===== src/hw/rtl/bftr_pkg.sv =====
// Types, constants and codes shared by the text renderer modules.
`default_nettype none

package bftr_pkg;

   // Default sizes
   localparam int GLYPH_COUNT_DEFAULT = 512;
   localparam int SLOT_ROWS_DEFAULT   = 16;
   localparam int CODE_COUNT_DEFAULT  = 256;

   // Request actions
   localparam logic [1:0] ACT_MAP_LOAD   = 2'd0;
   localparam logic [1:0] ACT_GLYPH_LOAD = 2'd1;
   localparam logic [1:0] ACT_WRITE_CHAR = 2'd2;

   // Control characters
   localparam logic [7:0] CODE_NEWLINE = 8'd10;
   localparam logic [7:0] CODE_TAB     = 8'd9;

   // Cursor geometry
   localparam int TAB_STEP   = 36;
   localparam int CELL_STEP  = 9;
   localparam int MAX_ROWS   = 16;

   // x/36 = (x>>2)/9; (x>>2)/9 = ((x>>2) * TAB_RECIP) >> TAB_SHIFT for 14-bit x>>2
   localparam int TAB_RECIP  = 116509;
   localparam int TAB_SHIFT  = 20;

   localparam logic [4:0] FONT_HEIGHT_RESET = 5'd16;

   typedef struct packed {
      logic [1:0] action;
      logic [7:0] code;
      logic [8:0] glyph_index;
      logic [3:0] glyph_row;
      logic [7:0] row_data;
   } req_type;

   typedef struct packed {
      logic [15:0] pixel_x;
      logic [15:0] pixel_y;
      logic [7:0]  row_bits;
      logic        last_row;
   } rsp_type;

   // Controller to datapath
   typedef struct packed {
      logic capture;
      logic map_write;
      logic glyph_write;
      logic map_read;
      logic newline;
      logic tab_mult;
      logic tab_update;
      logic base_load;
      logic row_clr;
      logic row_inc;
      logic rd_en;
      logic out_load;
      logic x_advance;
   } cmd_type;

   // Datapath to controller
   typedef struct packed {
      logic [1:0] action;
      logic       is_newline;
      logic       is_tab;
      logic       rows_zero;
      logic       row_last;
      logic       out_free;
   } status_type;

endpackage

`default_nettype wire


===== src/hw/rtl/bftr_ctrl.sv =====
// Sequencing state machine for the text renderer.
`default_nettype none

module bftr_ctrl (
   input  logic                   clock,
   input  logic                   reset,
   input  logic                   req_valid,
   output logic                   req_stall,
   input  bftr_pkg::status_type   status,
   output bftr_pkg::cmd_type      cmd
);
   import bftr_pkg::*;

   localparam logic [2:0] ST_IDLE     = 3'd0;
   localparam logic [2:0] ST_DISPATCH = 3'd1;
   localparam logic [2:0] ST_TAB      = 3'd2;
   localparam logic [2:0] ST_MAP      = 3'd3;
   localparam logic [2:0] ST_FETCH    = 3'd4;
   localparam logic [2:0] ST_SEND     = 3'd5;

   logic [2:0] state_ff;
   logic [2:0] state_in;

   always_ff @(posedge clock) begin
      if (reset) begin
         state_ff <= ST_IDLE;
      end else begin
         state_ff <= state_in;
      end
   end

   assign req_stall = (state_ff != ST_IDLE);

   always_comb begin
      cmd      = '0;
      state_in = state_ff;
      case (state_ff)
         ST_IDLE: begin
            if (req_valid) begin
               cmd.capture = 1'b1;
               state_in    = ST_DISPATCH;
            end
         end
         ST_DISPATCH: begin
            state_in = ST_IDLE;
            case (status.action)
               ACT_MAP_LOAD: begin
                  cmd.map_write = 1'b1;
               end
               ACT_GLYPH_LOAD: begin
                  cmd.glyph_write = 1'b1;
               end
               ACT_WRITE_CHAR: begin
                  if (status.is_newline) begin
                     cmd.newline = 1'b1;
                  end else if (status.is_tab) begin
                     cmd.tab_mult = 1'b1;
                     state_in     = ST_TAB;
                  end else begin
                     cmd.map_read = 1'b1;
                     state_in     = ST_MAP;
                  end
               end
               default: begin
                  state_in = ST_IDLE;
               end
            endcase
         end
         ST_TAB: begin
            cmd.tab_update = 1'b1;
            state_in       = ST_IDLE;
         end
         ST_MAP: begin
            cmd.base_load = 1'b1;
            cmd.row_clr   = 1'b1;
            if (status.rows_zero) begin
               cmd.x_advance = 1'b1;
               state_in      = ST_IDLE;
            end else begin
               state_in = ST_FETCH;
            end
         end
         ST_FETCH: begin
            cmd.rd_en = 1'b1;
            state_in  = ST_SEND;
         end
         ST_SEND: begin
            if (status.out_free) begin
               cmd.out_load = 1'b1;
               if (status.row_last) begin
                  cmd.x_advance = 1'b1;
                  state_in      = ST_IDLE;
               end else begin
                  cmd.rd_en   = 1'b1;
                  cmd.row_inc = 1'b1;
               end
            end
         end
         default: begin
            state_in = ST_IDLE;
         end
      endcase
   end

endmodule

`default_nettype wire


===== config.mk =====
export PLATFORM = sky130hd
export DESIGN_NAME = bftr_ctrl
export DESIGN_NICKNAME = d
export VERILOG_FILES = /design/src/hw/rtl/bftr_pkg.sv /design/src/hw/rtl/bftr_ctrl.sv
export SDC_FILE = /design/constraint.sdc
export NUM_CORES = 1
export LEC_CHECK = 0
export ABC_AREA = 1
export BUFFER_PORTS_ARGS = -buffer_cell sky130_fd_sc_hd__buf_2
export CORE_AREA = 8 8 45 47
export DETAILED_ROUTE_END_ITERATION = 8
export DIE_AREA = 0 0 53 55
export SYNTH_ARGS = -nofsm -noshare
export SYNTH_HDL_FRONTEND = slang
export SYNTH_SLANG_ARGS = --single-unit

===== constraint.sdc =====
create_clock -name clock -period 1.06 [get_ports clock]
set_input_delay 0 -clock clock [delete_from_list [all_inputs] [get_ports clock]]
set_output_delay 0 -clock clock [all_outputs]
set_load 0.02 [all_outputs]

==> flow_summary.toml <==
[yosys]
synth_area_leaders = "dfxtp_1 22%, inv_1 20%, nand2_1 19%, nor2_1 11%, nand3_1 7.3%"
syn_inst = 54
synth.most_common_cell = "inv_1"
ys_seq_area_share_pct = 21.8
postSynthAreaPerCell_um2 = 5.10
synth_edf_count = 0
netlist_area_um2 = 275
yosysTopAreaCell = "dfxtp_1"
synth_top_cells_by_count = "15 x inv_1, 14 x nand2_1, 8 x nor2_1, 4 x nand3_1, 4 x nor3_1"
syn_nets = 64
synth_ff_type = "dfxtp_1"
async_flop_share_pct = 0
synth_top_area_share_pct = 21.8
yosys.cell_types.count = 11
ys_seq_elements = 3
yosys_warnings = 0

[sta]
fin_crit_ns = 1.16
fmax_ghz = 0.862
final-setup-viol-count = 13
fin_crit_sh_pct = 109
drv_slew = 0
whs_ns = 0.136
skew_ns = 0.00250
finalSetupTns_ns = -0.806
finalWorstSetupSlack_ns = -0.0997
rsz0062_at_grt = "true"
relSlewSlack_pct = 83.4
tightest_slew_ns = 0.248
final-hold-violation-count = 0

[cts]
cts-root-buf = "clkbuf_4"
cts.sinks = 3
clock_path_buffers = 2
tritoncts.num_buffers = 3
path_clk_slew_ns = 0.04
htreeDepth = 1
cts_tree = "built"
clock_latency_ns = 0.23

[floorplanning]
start_util_pct = 19.9
die_area_mm2 = 0.00292
core_mm2 = 0.00138
die_h_um = 55
row_count = 14
ios = 24
fp.dieW_um = 53

[flow_run]
max-cap-violations = 0

[setup_path]
start_kind = "flip-flop"
end_kind = "primary output"
cpMaxStageDelayCell = "dfxtp_2"
path_cells = "inv_2 -> nand2_2 -> nor2_4 -> nand4_1 -> nor2_1 -> buf_4"
ff2ff_setup_slack_ns = -0.01
required_ns = 1.06
slowest_delay_ns = 0.33
crit_type = "reg -> out"
cp.arrival_ns = 1.16
crit_fanout = 5

[finish]
largest_reg_flops = 3
fin_nets = 96
syn2layout_area_growth_pct = 94.1
reg.largest.list = "state_ff (3)"
top_register = "state_ff"
antennaDiodeCount = 0
fin_util_pct = 38.6
drive_above_1_share_pct = 49.4

[detailed_routing]
post-route-drc-count = 0
first_pass_iters = 4
drt_iter0_drc = 4
vias_per_cell = 4.09
dr_total_vias = 413
wirelength_um = 944
post_drt_wl_per_cell_um = 9.35
antenna_left = 0

[placed_design]
gp_congestion = 0.762
dp_hpwl_um = 724
port_buffers = 23

[grt]
grt_first_pass_wirelength_um = 1350
antenna_found_initial = 0
grt_max_degree = 7
grt.total_usage_pct = 6.06
first_global_vias = 379
grt.overflow.total = 0

[power_and_ir_drop]
powerDensity_mw_per_mm2 = 841
p_total_uw = 450
power.leakage_nw = 0.342
vdd_ir_drop_max_uv = 548

[min_path]
hold_class = "in -> reg"

[status]
violations = "negative setup slack"
outcome = "finished with violations"
-- timing repair --
action                                  CTS  global route
buffers inserted                          3             1
endpoints found under the setup margin   11            16
pin swaps                                 3             3
resized for setup                        16             7
hold buffers                              1             0
endpoints found under the hold margin     1             0
-- worst max-delay path, delay by kind of cell, from the launching register on --
family	cells	cell delay [ns]
flip-flops	1	0.33
buffers and inverters	2	0.21
AND/OR/NAND/NOR	4	0.39
-- through the flow --
| stage | instances | instance area (um^2) | setup WS [ns] |
|---|---|---|---|
| floorplan | 54 | 278 | -0.0248 |
| global placement | 92 | 405 | 0.0816 |
| detailed placement | 92 | 405 | 0.0548 |
| CTS | 100 | 507 | -0.137 |
| global route | 101 | 534 | -0.203 |
| finish | 101 | 534 | -0.0997 |
-- power breakdown --
group | internal, mW | total [mW] | switching, mW
Combinational | 0.0522 | 0.124 | 0.0721
Clock | 0.141 | 0.200 | 0.0591
Sequential | 0.118 | 0.125 | 0.00666
-- cell usage in the layout (no fill, tap or decap) --
master,n
nor3_1,1
dfxtp_4,1
nor2_4,1
nor2_1,7
o22ai_1,1
dlygate4sd3_1,1
nand4_1,2
inv_2,2
clkbuf_4,3
buf_2,12
dfxtp_2,2
buf_4,14
inv_1,14
nand3_1,4
nor2_2,1
nand2_1,12
buf_6,1
nor3_2,3
nand2_2,2
clkbuf_1,1
-- kinds of logic (layout without fill, tap and decap cells) --
group	count (synthesis)	after routing	synth area share (%)
simple gates	33	33	51.4
buf+inv	17	48	24.5
flops	3	3	21.8
compound gates	1	1	2.27
-- path summary, 6_finish.rpt --
| kind | start | to | cells past startpoint |
|---|---|---|---|
| min | status[2] | state_ff[2]$_SDFFE_PP0P_ | 6 |
| max | state_ff[2]$_SDFFE_PP0P_ | cmd[7] | 6 |
| max reg2reg | state_ff[2]$_SDFFE_PP0P_ | state_ff[1]$_SDFFE_PP0P_ | 7 |
| min reg2reg | state_ff[2]$_SDFFE_PP0P_ | state_ff[2]$_SDFFE_PP0P_ | 4 |
-- area by class of cell --
type                            instances  area, um^2
Clock buffer                            4        26.3
Fill cell                             162         850
Inverter                               16        60.1
Multi-Input combinational cell         34         175
Sequential cell                         3        66.3
Tap cell                               16        20.0
Timing Repair Buffer                   28         186
-- layer usage --
layer,up-vias,track usage (%),share of wire [%]
met5,-,0,0
met2,21,10.2,46
li1,223,-,-
met1,169,6.07,41
met3,0,3.48,13
met4,0,2.59,0
Note: power is estimated with default switching activity, not from simulation.
